File: src/design/tkf_pkg.sv
// Shared constants, codes and arithmetic helpers of the tilt Kalman filter.
`default_nettype none
package tkf_pkg;

    // Default structure of the block.
    localparam int NUM_FILTERS_DEF  = 4;
    localparam int CORDIC_STEPS_DEF = 16;

    // Register reset values.
    localparam logic [15:0] DT_RST   = 16'd3277;
    localparam logic [23:0] QA_RST   = 24'd16777;
    localparam logic [23:0] QB_RST   = 24'd50332;
    localparam logic [23:0] MEAS_RST = 24'd503316;

    // One in Q8.24.
    localparam logic signed [31:0] ONE_Q24 = 32'sd16777216;

    // Configuration register indexes.
    typedef enum logic [1:0] {
        REG_DT   = 2'd0,
        REG_QA   = 2'd1,
        REG_QB   = 2'd2,
        REG_MEAS = 2'd3
    } cfg_reg_t;

    // Saturate a wide signed value to signed 32 bits.
    function automatic logic signed [31:0] sat32(input logic signed [69:0] v);
        if (v > 70'sd2147483647) begin
            return 32'sh7FFF_FFFF;
        end else if (v < -70'sd2147483648) begin
            return 32'sh8000_0000;
        end else begin
            return v[31:0];
        end
    endfunction

    // Rescale a product by 2^16, rounding half up.
    function automatic logic signed [67:0] rnd16(input logic signed [67:0] p);
        logic signed [67:0] t;
        t = p + 68'sd32768;
        return t >>> 16;
    endfunction

    // Rescale a product by 2^24, rounding half up.
    function automatic logic signed [67:0] rnd24(input logic signed [67:0] p);
        logic signed [67:0] t;
        t = p + 68'sd8388608;
        return t >>> 24;
    endfunction

    // Arctangent of 2^-i in Q16.16 degrees.
    function automatic logic signed [31:0] atan_deg(input logic [4:0] idx);
        case (idx)
            5'd0:    return 32'sd2949120;
            5'd1:    return 32'sd1740967;
            5'd2:    return 32'sd919879;
            5'd3:    return 32'sd466945;
            5'd4:    return 32'sd234379;
            5'd5:    return 32'sd117304;
            5'd6:    return 32'sd58666;
            5'd7:    return 32'sd29335;
            5'd8:    return 32'sd14668;
            5'd9:    return 32'sd7334;
            5'd10:   return 32'sd3667;
            5'd11:   return 32'sd1833;
            5'd12:   return 32'sd917;
            5'd13:   return 32'sd458;
            5'd14:   return 32'sd229;
            5'd15:   return 32'sd115;
            5'd16:   return 32'sd57;
            5'd17:   return 32'sd29;
            5'd18:   return 32'sd14;
            5'd19:   return 32'sd7;
            5'd20:   return 32'sd4;
            5'd21:   return 32'sd2;
            5'd22:   return 32'sd1;
            default: return 32'sd0;
        endcase
    endfunction

endpackage
`default_nettype wire

File: src/design/tkf_div.sv
// Radix-4 restoring divider for the Kalman gain: sat32(trunc(p * 2^24 / s)).
`default_nettype none
module tkf_div import tkf_pkg::*; (
    input  wire logic               aclk,
    input  wire logic               aresetn,
    input  wire logic               start,
    input  wire logic signed [31:0] dividend,
    input  wire logic signed [33:0] divisor,
    output logic                    done,
    output logic signed [31:0]      quotient
);

    logic [55:0]        q_reg;
    logic [32:0]        rem_reg;
    logic [32:0]        d_reg;
    logic               neg_reg;
    logic [4:0]         cnt_reg;
    logic               run_reg;
    logic               fin_reg;
    logic               done_reg;
    logic signed [31:0] quot_reg;

    logic [55:0]        q_next;
    logic [32:0]        rem_next;
    logic [33:0]        t;
    logic [31:0]        p_mag;
    logic [33:0]        s_neg;
    logic signed [69:0] q_signed;

    // Two quotient bits per cycle.
    always_comb begin
        q_next   = q_reg;
        rem_next = rem_reg;
        for (int k = 0; k < 2; k++) begin
            t      = {rem_next, q_next[55]};
            q_next = {q_next[54:0], 1'b0};
            if (t >= {1'b0, d_reg}) begin
                t         = t - {1'b0, d_reg};
                q_next[0] = 1'b1;
            end
            rem_next = t[32:0];
        end
    end

    // Operand magnitudes and the signed result.
    assign p_mag    = dividend[31] ? (~dividend + 32'd1) : dividend;
    assign s_neg    = -divisor;
    assign q_signed = neg_reg ? -$signed({14'd0, q_reg}) : $signed({14'd0, q_reg});

    // Sequencing.
    always_ff @(posedge aclk) begin
        if (!aresetn) begin
            run_reg  <= 1'b0;
            fin_reg  <= 1'b0;
            done_reg <= 1'b0;
            cnt_reg  <= '0;
        end else begin
            done_reg <= fin_reg;
            fin_reg  <= 1'b0;
            if (start) begin
                run_reg <= 1'b1;
                cnt_reg <= '0;
            end else if (run_reg) begin
                cnt_reg <= cnt_reg + 5'd1;
                if (cnt_reg == 5'd27) begin
                    run_reg <= 1'b0;
                    fin_reg <= 1'b1;
                end
            end
        end
    end

    // Datapath.
    always_ff @(posedge aclk) begin
        if (start) begin
            q_reg   <= {p_mag, 24'h000000};
            rem_reg <= '0;
            d_reg   <= divisor[33] ? s_neg[32:0] : divisor[32:0];
            neg_reg <= dividend[31] ^ divisor[33];
        end else if (run_reg) begin
            q_reg   <= q_next;
            rem_reg <= rem_next;
        end
        if (fin_reg) begin
            quot_reg <= sat32(q_signed);
        end
    end

    assign done     = done_reg;
    assign quotient = quot_reg;

endmodule
`default_nettype wire

File: config.mk
export PLATFORM = sky130hd
export DESIGN_NAME = tkf_div
export DESIGN_NICKNAME = d
export VERILOG_FILES = /design/src/design/tkf_pkg.sv /design/src/design/tkf_div.sv
export SDC_FILE = /design/constraint.sdc
export NUM_CORES = 1
export LEC_CHECK = 0
export ABC_CLOCK_PERIOD_IN_PS = 6800
export BUFFER_PORTS_ARGS = -buffer_cell sky130_fd_sc_hd__buf_2
export CAP_MARGIN = 40
export CORE_ASPECT_RATIO = 1.4
export CORE_UTILIZATION = 45
export CTS_BUF_LIST = sky130_fd_sc_hd__clkbuf_4 sky130_fd_sc_hd__clkbuf_8 sky130_fd_sc_hd__clkbuf_16
export DETAILED_ROUTE_END_ITERATION = 8
export SLEW_MARGIN = 20
export SYNTH_ARGS = -nofsm -noshare
export SYNTH_HDL_FRONTEND = slang
export SYNTH_SLANG_ARGS = --single-unit
File: constraint.sdc
create_clock -name aclk -period 6.8 [get_ports aclk]
set_input_delay 1.36 -clock aclk [delete_from_list [all_inputs] [get_ports aclk]]
set_output_delay 1.36 -clock aclk [all_outputs]
set_load 0.005 [all_outputs]
======== Word level (Yosys, flattened, before mapping) ========
Cells that the tools add are included.
word-level totals
  register bits ........................... 163
  bits of input ports ..................... 69
  output and inout bits ................... 33
  word-level logic and storage cells ...... 42
cells by class
  $add $sub $neg .......................... 6
  $lt $le $gt $ge ......................... 4
  equality and inequality tests ........... 1
  multiplexer cells ....................... 14
  bitwise logic cells ..................... 4
  reductions and logical operators ........ 3
operator list
  operator                                                         count
  two-way mux 56 bit                                               2
  two-way mux 33 bit                                               3
  greater-than comparator 70 x 32 -> 1 bit, second input constant  1
  less-than comparator 70 x 32 -> 1 bit, second input constant     1
  two-way mux 70 bit                                               1
  negator 56 -> 70 bit                                             1
  greater-or-equal comparator 34 x 33 -> 1 bit                     2
  subtractor 33 bit                                                2
  two-way mux 32 bit                                               2
  negator 33 bit                                                   1
  adder 32 x 1 -> 32 bit, second input constant                    1
  NOT 32 bit                                                       1
  two-way mux 1 bit                                                6
  adder 5 x 1 -> 5 bit, second input constant                      1
  equality test 5 bit, second input constant                       1
  OR reduction 3 bit                                               1
  NOT 1 bit                                                        2
  nonzero test 2 bit                                               1
  OR reduction 2 bit                                               1
  XOR 1 bit                                                        1

======== Depth between registers and ports, before layout ========
Gate-level depths: netlist of run 1.
  depth in word-level cells ............... 6
  mapped depth ............................ 28
  gate-level depth less buffers ........... 24

======== Least setup slack after synthesis of run 1 ========
Ideal clock, no wire load.
  path type ............................... flip-flop to flip-flop
  start ................................... register q_reg[55]
  end ..................................... register rem_reg[27]
  setup time .............................. 0.091 ns
  arrival ................................. 5.876 ns
  required time ........................... 6.709 ns
  setup slack ............................. 0.833 ns
  stages on the path, launching flop included .. 28
  path buffers ............................ 4
  clock period less this slack ............ 5.967 ns
  cell sequence ........................... edfxtp_1 -> inv_1 -> ha_1 -> inv_1 -> fa_1 -> a211oi_1 -> o211ai_1 -> a311oi_1 -> nor4_1 -> o21ai_0 -> nand2_1 -> clkbuf_1 -> buf_1 -> nor2_1 -> a21oi_1 -> fa_1 -> a21o_1 -> a21o_1 -> a21oi_1 -> o211ai_1 -> a21oi_1 -> o21bai_1 -> a41oi_1 -> and2_1 -> clkbuf_1 -> buf_1 -> nand2_1 -> a311oi_1
between the ends
  cells in the longest elaborated chain, start to end .. 4
  elaborated cells between the ends (all ways) .. 6
  classes of those cells .................. 2 x add/sub; 2 x order compare; 2 x mux
RTL lines
  item                                                                                      RTL line                      source
  from (decl)                                                                               tkf_div.sv:13                 logic [55:0] q_reg;
  from (signal assigned)                                                                    tkf_div.sv:76                 q_reg <= {p_mag, 24'h000000};
  from (signal assigned)                                                                    tkf_div.sv:81                 q_reg <= q_next;
  subtractor 33 bit / greater-or-equal comparator 34 x 33 -> 1 bit (equally long branches)  tkf_div.sv:38, tkf_div.sv:37
  two-way mux 33 bit (*)                                                                    tkf_div.sv:37                 if (t >= {1'b0, d_reg}) begin
  subtractor 33 bit / greater-or-equal comparator 34 x 33 -> 1 bit (equally long branches)  tkf_div.sv:38, tkf_div.sv:37
  two-way mux 33 bit (*)                                                                    tkf_div.sv:37
  to (signal assigned)                                                                      tkf_div.sv:82                 rem_reg <= rem_next;
  to (decl)                                                                                 tkf_div.sv:14                 logic [32:0] rem_reg;
Every way passes the cells marked *; elsewhere a longest branch is shown, timed or not.
A chain may end at the register's enable or synchronous reset.

======== Final worst setup path of run 1 ========
  start ................................... register d_reg[2]
  end ..................................... register rem_reg[10]
between the ends
  cells in the longest elaborated chain, start to end .. 4
  elaborated cells between the ends (all ways) .. 6
  classes of those cells .................. 2 x add/sub; 2 x order compare; 2 x mux
RTL lines
  item                                                                                      RTL line                      source
  from (decl)                                                                               tkf_div.sv:15                 logic [32:0] d_reg;
  from (signal assigned)                                                                    tkf_div.sv:78                 d_reg <= divisor[33] ? s_neg[32:0] : divisor[32:0];
  subtractor 33 bit / greater-or-equal comparator 34 x 33 -> 1 bit (equally long branches)  tkf_div.sv:38, tkf_div.sv:37
  two-way mux 33 bit                                                                        tkf_div.sv:37
  subtractor 33 bit / greater-or-equal comparator 34 x 33 -> 1 bit (equally long branches)  tkf_div.sv:38, tkf_div.sv:37
  two-way mux 33 bit (*)                                                                    tkf_div.sv:37
Marked as above.

==> results of run 1 <==
per-layer routing:
layer  vias to the layer above  GRT usage (%)
met5                         -              0
met3                        95           3.33
met1                      5346           26.9
met2                       315           43.8
met4                         0           11.9
li1                       5619              -
Yosys cell counts (11+ instances only):
| library cell | instances | area share (%) |
|---|---|---|
| a211oi_1 | 15 | 0.87 |
| a21o_1 | 37 | 2.1 |
| a21oi_1 | 86 | 3.3 |
| a22o_1 | 29 | 2.0 |
| a311oi_1 | 19 | 1.3 |
| and3_1 | 11 | 0.53 |
| clkbuf_1 | 58 | 1.7 |
| dfxtp_1 | 65 | 10 |
| edfxtp_1 | 98 | 23 |
| ha_1 | 70 | 6.7 |
| inv_1 | 63 | 1.8 |
| mux2_2 | 11 | 0.95 |
| mux2i_1 | 30 | 2.3 |
| nand2_1 | 132 | 3.8 |
| nand2b_1 | 12 | 0.58 |
| nand3_1 | 31 | 1.2 |
| nand4_1 | 20 | 0.96 |
| nor2_1 | 140 | 4.0 |
| nor3_1 | 30 | 1.2 |
| nor4_1 | 17 | 0.82 |
| o21ai_0 | 76 | 2.9 |
| o21ai_2 | 30 | 2.0 |
| o31ai_1 | 30 | 1.7 |
| o41ai_1 | 17 | 1.1 |
| or3_1 | 19 | 0.92 |
| or4_1 | 13 | 0.75 |
| xnor2_1 | 104 | 7.0 |
| xor2_1 | 62 | 4.2 |
worst max path at each step:
stage / start / end / cells after the start
3_5_place_dp: q_reg[55]$_DFFE_PP_ / rem_reg[16]$_SDFFE_PP0P_ / 23
2_1_floorplan: q_reg[55]$_DFFE_PP_ / rem_reg[27]$_SDFFE_PP0P_ / 27
4_1_cts: q_reg[55]$_DFFE_PP_ / rem_reg[16]$_SDFFE_PP0P_ / 23
3_3_place_gp: q_reg[55]$_DFFE_PP_ / rem_reg[22]$_SDFFE_PP0P_ / 24
5_1_grt: q_reg[55]$_DFFE_PP_ / rem_reg[16]$_SDFFE_PP0P_ / 25
6_report: d_reg[2]$_DFFE_PP_ / rem_reg[10]$_SDFFE_PP0P_ / 24
logic make-up (layout without fill, tap and decap cells):
group / Yosys count / after routing / share of synthesized area, %
DFF: 163 / 163 / 32.7
xor gates and xnor gates: 166 / 166 / 11.2
buffers and inverters: 146 / 217 / 4.87
adders and majority gates: 72 / 72 / 7.05
AOI/OAI and AO/OA: 430 / 430 / 23.4
and+or+nand+nor: 468 / 468 / 17.6
muxes: 41 / 41 / 3.27
through the flow:
stage	setup slack [ns]	std cells	power, W	util (%)
floorplan	0.833	1486	0.00327	-
finish	0.634	1932	0.00497	50.5
detailed placement	0.300	1899	0.00396	48.4
global route	0.0223	1932	0.00530	50.5
global placement	0.607	1898	0.00395	48.4
CTS	0.277	1931	0.00495	50.5
layout make-up:
cell class,instances,area [um^2],area share [%]
flip-flops and latches,163,4250,29.6
clock inverters,15,166,1.16
multi-input cells,1177,8140,56.7
well taps,375,469,3.27
repair buffers,121,672,4.68
inverters,64,240,1.67
clock buffers,17,425,2.96
placed cells by master, fill, tap and decap left out, drive strengths merged, types with 29 or more instances in the layout:
cell type  count
xor2          62
dfxtp         65
edfxtp        98
nand3         31
o21ai        108
a22o          29
xnor2        104
o31ai         33
buf          121
nor2         141
ha            70
a21oi         86
nor3          31
a21o          37
inv           70
nand2        132
mux2i         30
power groups by stage:
stage          sequential, W  combinational [W]  clock (W)
6_report             0.00127            0.00272   0.000975
5_1_grt              0.00128            0.00299    0.00104
4_1_cts              0.00127            0.00269   0.000999
3_5_place_dp         0.00129            0.00267          0
3_3_place_gp         0.00129            0.00266          0
2_1_floorplan        0.00123            0.00204          0
worst reg2reg max path, delay by kind of cell (launching register included):
family / cells / cell delay, ns
AO/OA/AOI/OAI: 14 / 3.32
XOR/XNOR: 1 / 0.14
adder cells (fa/ha/maj): 2 / 0.82
buffers and inverters: 3 / 0.50
flip-flops: 1 / 0.36
AND/OR/NAND/NOR: 4 / 0.94
timing repair:
action	CTS	global route
gates resized for setup	0	5
setup endpoints to repair	0	33
buffers inserted	0	1
==> metrics.md, run 1 <==
| Metric | Value |
|---|---|
| Crit path DAT | `6.53 ns` |
| Max Cap Viol | `0` |
| Post-Syn Nets | `around 1.6k` |
| N_diodes | `0` |
| Die H | `203 um` |
| Hold wc startpoint | `rem_reg[4]$_SDFFE_PP0P_` |
| Critical path class | `register to register` |
| Required @ worst endpoint | `7.17 ns` |
| Largest register FFs | `56` |
| Setup slack, reg-to-reg | `0.63 ns` |
| Uppermost layer routed | `met4` |
| Clk pin slew, worst setup/hold paths | `about 0.080 ns` |
| Starting Density | `45.7%` |
| Status | `complete, no violations` |
| Worst reg-to-reg path cell count | `24` |
| Total GRT Usage | `23.9%` |
| Clock power share | `between 10% and 20%` |
| DRT iter0 DRCs | `704` |
| Worst hold path type | `register to register` |
| Hold-critical path depth | `2` |
| Share of cells above drive strength 1 | `about 15%` |
| P&R area growth vs syn | `10.6%` |
| Hold_ws | `a little over 0.5 ns` |
| GPL Wtd Cong | `0.915` |
| Gate Count Post-Synth | `about 1.5k` |
| Deepest clock path buffer count | `2` |
| Setup violations, final | `0` |
| Drt via density | `between 5 and 6` |
| CTS tree | `done` |
| Final hold violation count | `0` |
| Setup TNS | `0 ns` |
| Design Area, Final | `0.0144 mm^2` |
| Post-DRT Antenna Nets | `0` |
| Seq/Total Area, Yosys | `32.7%` |
| Hold endpoint | `rem_reg[4]$_SDFFE_PP0P_` |
| Cts bufs inserted | `17` |
| P_leak | `a little under 6 nW` |
| Core Box Area | `0.0284 mm^2` |
| Worst Tran Pin Value | `0.809 ns` |
| IO Count | `102` |
| Post-Syn Area | `0.0130 mm^2` |
| Clock Sinks | `163` |
| Worst path most repeated cell | `a21oi_1` |
| Hold buffer count at CTS | `0` |
| Buf+Inv Stages, Crit Path | `3` |
| CP peak stage delay | `between 0.5 and 0.6 ns` |
| Clock insertion delay at the later pin of the skew report | `approximately 0.45 ns` |
| CTS root buffer | `clkbuf_16` |
| M1 WL | `~14 mm` |
| Metal3 WL | `1.20 mm` |
| Antenna violations before repair | `0` |
| CP delay by family, top | `compound AO/OA/AOI/OAI gates` |
| Pint | `roughly 0.0027 W` |
| Largest net degree at the start of global routing | `66` |
| Cell Area, Placed | `0.0137 mm^2` |
| H-Tree Depth | `4` |
| RSZ-0062 raised after global routing | `false` |
| Worst R2R End | `rem_reg[10]$_SDFFE_PP0P_` |
| Die span in x | `146 um` |
| Max-slew violations | `0` |
| Pwr dens | `346 mW/mm^2` |
| Pre-Repair DR Iteration Count | `5` |
| Yosys Warn Count | `0` |
| Global-route wire length before repair | `56.4 mm` |
| DP Wirelength | `26.2 mm` |
| Worst vdd ir | `0.198 mV` |
| Post-synth EDFFs | `98` |
| Maximum clock rate | `162 MHz` |
| Comb pwr share | `54.8%` |
| Setup Skew | `0.0142 ns` |
| Post-synth top flop | `edfxtp_1` |
| Crit path time final | `6.17 ns` |
| FF-to-FF Start | `d_reg[2]$_DFFE_PP_` |
| FILL cells | `between 2k and 3k` |
| Post-synth cell types | `86` |
| Rel. slew slack | `between 40% and 50%` |
| Synthesis-stage register bit count | `163` |
| Endpoint type of the worst setup path | `register` |
| Critical path, cell by cell | `inv_1 -> ha_1 -> o21ai_0 -> a21oi_1 -> o2111ai_1 -> a211oi_1 -> a221oi_1 -> buf_4 -> o21bai_1 -> a21oi_1 -> xor2_1 -> o21ai_0 -> ha_1 -> and3_1 -> nand4_1 -> or4_1 -> o211ai_1 -> a21o_1 -> a31o_2 -> a41oi_1 -> and2_2 -> buf_12 -> a21oi_1 -> a211oi_1` |
| Flop pwr share | `25.5%` |
| Total detailed-routing wirelength | `~35 mm` |
| Final Cycle Share | `approximately 91%` |
| Switching part of the total | `44.7%` |
| Met2 wire length | `17.9 mm` |
| Via count | `11.4k` |
| Row count | `73` |
| Die area | `0.0296 mm^2` |
| Worst setup SP type | `register` |
| CP Max Fanout | `22` |
| Synth Area per Inst | `just under 9 um^2` |
| GR Overflow Total | `0` |
| Ys async rst share | `0%` |
| Drt drc | `0` |
| Number of I/O port buffers | `101` |
| # nets final | `roughly 1.7k` |
| Net Switching | `0.00222 W` |
| Wire per inst | `around 18 um` |
| Vias in the first global route | `11.1k` |
| Slowest CP cell | `a211oi_1` |
(Power assumes the default switching activity.)
==> run 2: changes to the inputs <==
PLACE_DENSITY = 0.69   (was unset)
==> metrics.md, run 2 (synthesized netlist as in run 1, its figures left out) <==
| Metric | Value |
|---|---|
| Largest register FFs | `56` |
| Largest net degree at the start of global routing | `70` |
| # nets final | `~1.7k` |
| Die span in x | `146 um` |
| Most frequent cells in the layout | `nor2_1 (139), nand2_1 (131), xnor2_1 (104), buf_2 (100), edfxtp_1 (98)` |
| Required @ worst endpoint | `7.15 ns` |
| Die area | `about 0.030 mm^2` |
| Hold buffer count at CTS | `0` |
| CTS root buffer | `clkbuf_16` |
| Clk pin slew, worst setup/hold paths | `0.08 ns` |
| Max Cap Viol | `0` |
| CP delay by family, top | `compound AO/OA/AOI/OAI gates` |
| Vias in the first global route | `about 11k` |
| Design Area, Final | `0.0143 mm^2` |
| Setup bufs post-CTS | `0` |
| IO Count | `102` |
| FF/Latch Area | `0.00425 mm^2` |
| Crit path depth | `20` |
| Critical path, cell by cell | `inv_1 -> ha_1 -> a21o_1 -> a21o_1 -> a21oi_1 -> o311ai_0 -> o21ai_1 -> nand2_2 -> buf_4 -> mux2_2 -> ha_1 -> nand4_1 -> or2_2 -> o211ai_1 -> a21oi_1 -> o21bai_1 -> a41oi_1 -> and2_1 -> a311o_1 -> a311oi_1` |
| Critical path class | `register to register` |
| Final Cycle Share | `93.0%` |
| Setup TNS | `0 ns` |
| Drt drc | `0` |
| Cell Area, Placed | `0.0137 mm^2` |
| Maximum clock rate | `158 MHz` |
| DP Wirelength | `25.2 mm` |
| Total GRT Usage | `22.9%` |
| Final hold violation count | `0` |
| Clock Sinks | `163` |
| Clock insertion delay at the later pin of the skew report | `0.45 ns` |
| Crit path DAT | `~6.7 ns` |
| Setup Skew | `~0.012 ns` |
| Rel. slew slack | `between 40% and 50%` |
| Pre-Repair DR Iteration Count | `5` |
| CP Max Fanout | `43` |
| Status | `complete, no violations` |
| N_diodes | `0` |
| Crit path time final | `6.33 ns` |
| GPL Wtd Cong | `around 0.9` |
| Setup violations, final | `0` |
| Via count | `11.4k` |
| Core Box Area | `0.0284 mm^2` |
| Worst reg-to-reg path cell count | `20` |
| Buf+Inv Stages, Crit Path | `2` |
| Number of I/O port buffers | `between 100 and 150` |
| H-Tree Depth | `4` |
| Deepest clock path buffer count | `2` |
| DRT iter0 DRCs | `672` |
| Worst setup SP type | `register` |
| CP peak stage delay | `0.74 ns` |
| Slowest CP cell | `o311ai_0` |
| CTS resizes | `0` |
| Worst vdd ir | `0.201 mV` |
| Cts bufs inserted | `17` |
| Row count | `73` |
| Share of cells above drive strength 1 | `14.3%` |
| Hold-critical path depth | `2` |
| Global-route wire length before repair | `between 50 and 60 mm` |
| Max-slew violations | `0` |
| FILL cells | `2713` |
| Endpoint type of the worst setup path | `register` |
| Pwr dens | `341 mW/mm^2` |
| CTS tree | `done` |
| P&R area growth vs syn | `10.2%` |
| Antenna violations before repair | `0` |
| Commonest non-fill, non-tap cell in the layout | `nor2_1` |
| Worst Tran Pin Value | `0.874 ns` |
| Wire per inst | `17.4 um` |
| Drt via density | `5.89` |
| Worst hold path type | `register to register` |
| Starting Density | `45.7%` |
| Total detailed-routing wirelength | `33.5 mm` |
| Post-DRT Antenna Nets | `0` |
| Multi-input gate area | `0.00814 mm^2` |
| GR Overflow Total | `0` |
| Die H | `203 um` |
| RSZ-0062 raised after global routing | `false` |
| P_leak | `5.73 nW` |
## run 2: worst paths after layout
path / start / endpoint / slack, ns
max: d_reg[19]$_DFFE_PP_ / rem_reg[30]$_SDFFE_PP0P_ / 0.47
min reg2reg: rem_reg[32]$_SDFFE_PP0P_ / rem_reg[32]$_SDFFE_PP0P_ / 0.51
max reg2reg: d_reg[19]$_DFFE_PP_ / rem_reg[30]$_SDFFE_PP0P_ / 0.47
min: rem_reg[32]$_SDFFE_PP0P_ / rem_reg[32]$_SDFFE_PP0P_ / 0.51
## run 2: layer usage
metal	vias to the layer above	global-route usage [%]	routed length (um)
met5	-	0	0
met4	0	12.1	1480
met3	93	2.61	1220
met2	337	42.5	17100
met1	5306	25.6	13600
li1	5621	-	-
## run 2: power breakdown
part / total, W / switching, W / internal (W)
clock: 0.000969 / 0.000476 / 0.000493
combinational: 0.00264 / 0.00158 / 0.00107
sequential: 0.00127 / 0.000107 / 0.00116
total: 0.00488 / 0.00216 / 0.00272
## run 2: area by class of cell
cell class,count,share of cell area [%]
tap,375,3.28
timing repair buffer,116,4.41
sequential,163,29.7
inverter,64,1.68
clock buffer,17,2.97
multi-input combinational,1177,56.9
clock inverter,15,1.13
## run 2: stage by stage
stage / hold WS (ns) / worst slack (ns) / cells / power [W] / util (%)
finish: 0.508 / 0.474 / 1927 / 0.00488 / 50.4
global route: 0.540 / 0.0254 / 1927 / 0.00521 / 50.4
CTS: 0.513 / 0.292 / 1926 / 0.00487 / 50.3
detailed placement: 0.502 / 0.340 / 1894 / 0.00389 / 48.3
global placement: 0.495 / 0.483 / 1894 / 0.00386 / 48.3
floorplan: 0.468 / 0.833 / 1486 / 0.00327 / -
## run 2: worst reg2reg max path, delay by kind of cell, from the launching register on
family | cells | cell delay [ns]
compound gates | 11 | 3.11
fa+ha+maj | 2 | 0.74
buf+inv | 2 | 0.53
flops | 1 | 0.32
mux | 1 | 0.42
simple gates | 4 | 1.10
==> run 3: changes to the inputs <==
ABC_CLOCK_PERIOD_IN_PS = 7560   (was 6800)
CTS_CLUSTER_DIAMETER = 40   (was unset)
clock period = 7.56 ns   (was 6.8 ns; I/O delays follow)
==> metrics.md, run 3 (synthesized netlist as in run 1, its figures left out) <==
| Metric | Value |
|---|---|
| Status | `complete, no violations` |
| Worst path most repeated cell | `a21oi_1` |
| Most frequent cells in the layout | `nor2_1 (139), nand2_1 (132), xnor2_1 (104), buf_2 (101), edfxtp_1 (98)` |
| Required @ worst endpoint | `around 7.9 ns` |
| Deepest clock path buffer count | `2` |
| Hold endpoint | `rem_reg[32]$_SDFFE_PP0P_` |
| N_diodes | `0` |
| Die area | `0.0296 mm^2` |
| Setup violations, final | `0` |
| Max-slew violations | `0` |
| Commonest non-fill, non-tap cell in the layout | `nor2_1` |
| Pre-Repair DR Iteration Count | `5` |
| Hold-critical path depth | `2` |
| Share of cells above drive strength 1 | `14.4%` |
| CP Max Fanout | `27` |
| Post-DRT Antenna Nets | `0` |
| Setup Skew | `between 0.01 and 0.015 ns` |
| Largest register FFs | `56` |
| Row count | `73` |
| Crit path time final | `around 6.8 ns` |
| Antenna violations before repair | `0` |
| FF-to-FF Start | `q_reg[55]$_DFFE_PP_` |
| Final Cycle Share | `about nine tenths` |
| CTS root buffer | `clkbuf_16` |
| Worst setup SP type | `register` |
| Drt via density | `5.89` |
| Max Cap Viol | `0` |
| Wire per inst | `17.4 um` |
| Worst R2R End | `rem_reg[8]$_SDFFE_PP0P_` |
| DP Wirelength | `approximately 26 mm` |
| Final hold violation count | `0` |
| DRT iter0 DRCs | `around 740` |
| Setup bufs post-CTS | `0` |
| GPL Wtd Cong | `0.937` |
| Slowest CP cell | `and2_1` |
| Starting Density | `45.7%` |
| Vias in the first global route | `approximately 11k` |
| Cts bufs inserted | `17` |
| Via count | `around 11k` |
| Critical path class | `register to register` |
| H-Tree Depth | `4` |
| Worst hold path type | `register to register` |
| Largest net degree at the start of global routing | `59` |
| Clock insertion delay at the later pin of the skew report | `0.45 ns` |
| Setup TNS | `0 ns` |
| Worst slack, placed | `1.00 ns` |
| RSZ-0062 raised after global routing | `false` |
| Buf+Inv Stages, Crit Path | `4` |
| CP peak stage delay | `0.53 ns` |
| Total detailed-routing wirelength | `33.6 mm` |
| Core Box Area | `about 0.028 mm^2` |
| CTS tree | `done` |
| # nets final | `1683` |
| Crit path DAT | `7.13 ns` |
| GR Overflow Total | `0` |
| Number of I/O port buffers | `101` |
| Drt drc | `0` |
| IO Count | `102` |
| Die span in x | `146 um` |
| Worst reg-to-reg path cell count | `25` |
| P_leak | `5.77 nW` |
| CP delay by family, top | `compound AO/OA/AOI/OAI gates` |
| CTS resizes | `0` |
| Pwr dens | `308 mW/mm^2` |
| Maximum clock rate | `147 MHz` |
| Hold wc startpoint | `rem_reg[32]$_SDFFE_PP0P_` |
| Die H | `203 um` |
| Worst Tran Pin Value | `around 0.63 ns` |
| Total GRT Usage | `23.2%` |
| Rel. slew slack | `between 50% and 60%` |
| Global-route wire length before repair | `55.4 mm` |
| Setup slack, reg-to-reg | `0.77 ns` |
| FILL cells | `2686` |
| Setup ws final | `between 0.7 and 0.8 ns` |
| Hold buffer count at CTS | `0` |
| Worst vdd ir | `0.207 mV` |
| Clock Sinks | `163` |
| P&R area growth vs syn | `10.7%` |
| Endpoint type of the worst setup path | `register` |
| Clk pin slew, worst setup/hold paths | `about 0.070 ns` |
run 3: cell types whose count changed in the layout (fill, tap and decap cells not counted), sizes merged:
cell and delta:
buf +3, bufinv +1, inv -1, clkinv +2, clkinvlp -2
run 3: worst max path at each step:
stage,from,endpoint,slack [ns],cells past startpoint
after global placement,q_reg[55]$_DFFE_PP_,rem_reg[29]$_SDFFE_PP0P_,1.19,24
after global routing,q_reg[55]$_DFFE_PP_,rem_reg[8]$_SDFFE_PP0P_,0.29,25
after CTS,q_reg[55]$_DFFE_PP_,rem_reg[8]$_SDFFE_PP0P_,0.84,24
final,q_reg[55]$_DFFE_PP_,rem_reg[8]$_SDFFE_PP0P_,0.77,25
after detailed placement,q_reg[55]$_DFFE_PP_,rem_reg[29]$_SDFFE_PP0P_,1.00,24
after floorplan,q_reg[55]$_DFFE_PP_,rem_reg[27]$_SDFFE_PP0P_,1.59,27
run 3: final cells by class:
cell class,instances,area [um^2],share of cell area (%)
clock buffers,17,425,2.96
clock inverters,15,189,1.31
well taps,375,469,3.27
repair buffers,119,671,4.67
inverters,64,240,1.67
multi-input cells,1177,8130,56.6
flip-flops and latches,163,4250,29.6
run 3: worst reg2reg max path, stage by stage, from the launching register on:
cell	delay [ns]
edfxtp_1	0.48
inv_1	0.10
ha_1	0.15
inv_1	0.05
fa_1	0.42
a211oi_1	0.38
o211ai_1	0.18
a311oi_1	0.36
nor4_1	0.10
o21ai_0	0.28
nand2_1	0.13
buf_4	0.26
nor2_1	0.12
a21oi_1	0.10
fa_1	0.47
a21o_1	0.19
a21o_1	0.22
a21oi_1	0.39
o211ai_1	0.27
a21oi_1	0.28
o21bai_1	0.16
a41oi_1	0.36
and2_1	0.53
buf_4	0.31
nand2_1	0.08
a311oi_1	0.32
run 3: power by group:
group	internal [W]	switching [W]	total [W]
registers	0.00104	0.0000961	0.00114
clock network	0.000477	0.000428	0.000906
logic	0.000953	0.00143	0.00239
run 3: per-layer routing:
metal  vias to the layer above  global-route usage (%)  share of wire, %
met5                         -                       0                 0
met4                         0                    11.6               3.8
met3                        78                    3.06               3.3
met2                       301                    42.4                51
met1                      5372                    26.2                42
li1                       5622                       -                 -
run 3: metrics by stage:
| stage | cells | utilization (%) | power, W | hold slack, ns | area (um^2) |
|---|---|---|---|---|---|
| after floorplan | 1486 | - | 0.00294 | 0.468 | 13000 |
| after global placement | 1894 | 48.2 | 0.00347 | 0.491 | 13700 |
| after detailed placement | 1895 | 48.3 | 0.00350 | 0.491 | 13700 |
| after CTS | 1927 | 50.5 | 0.00441 | 0.503 | 14300 |
| after global routing | 1930 | 50.6 | 0.00474 | 0.528 | 14400 |
| final | 1930 | 50.6 | 0.00443 | 0.500 | 14400 |
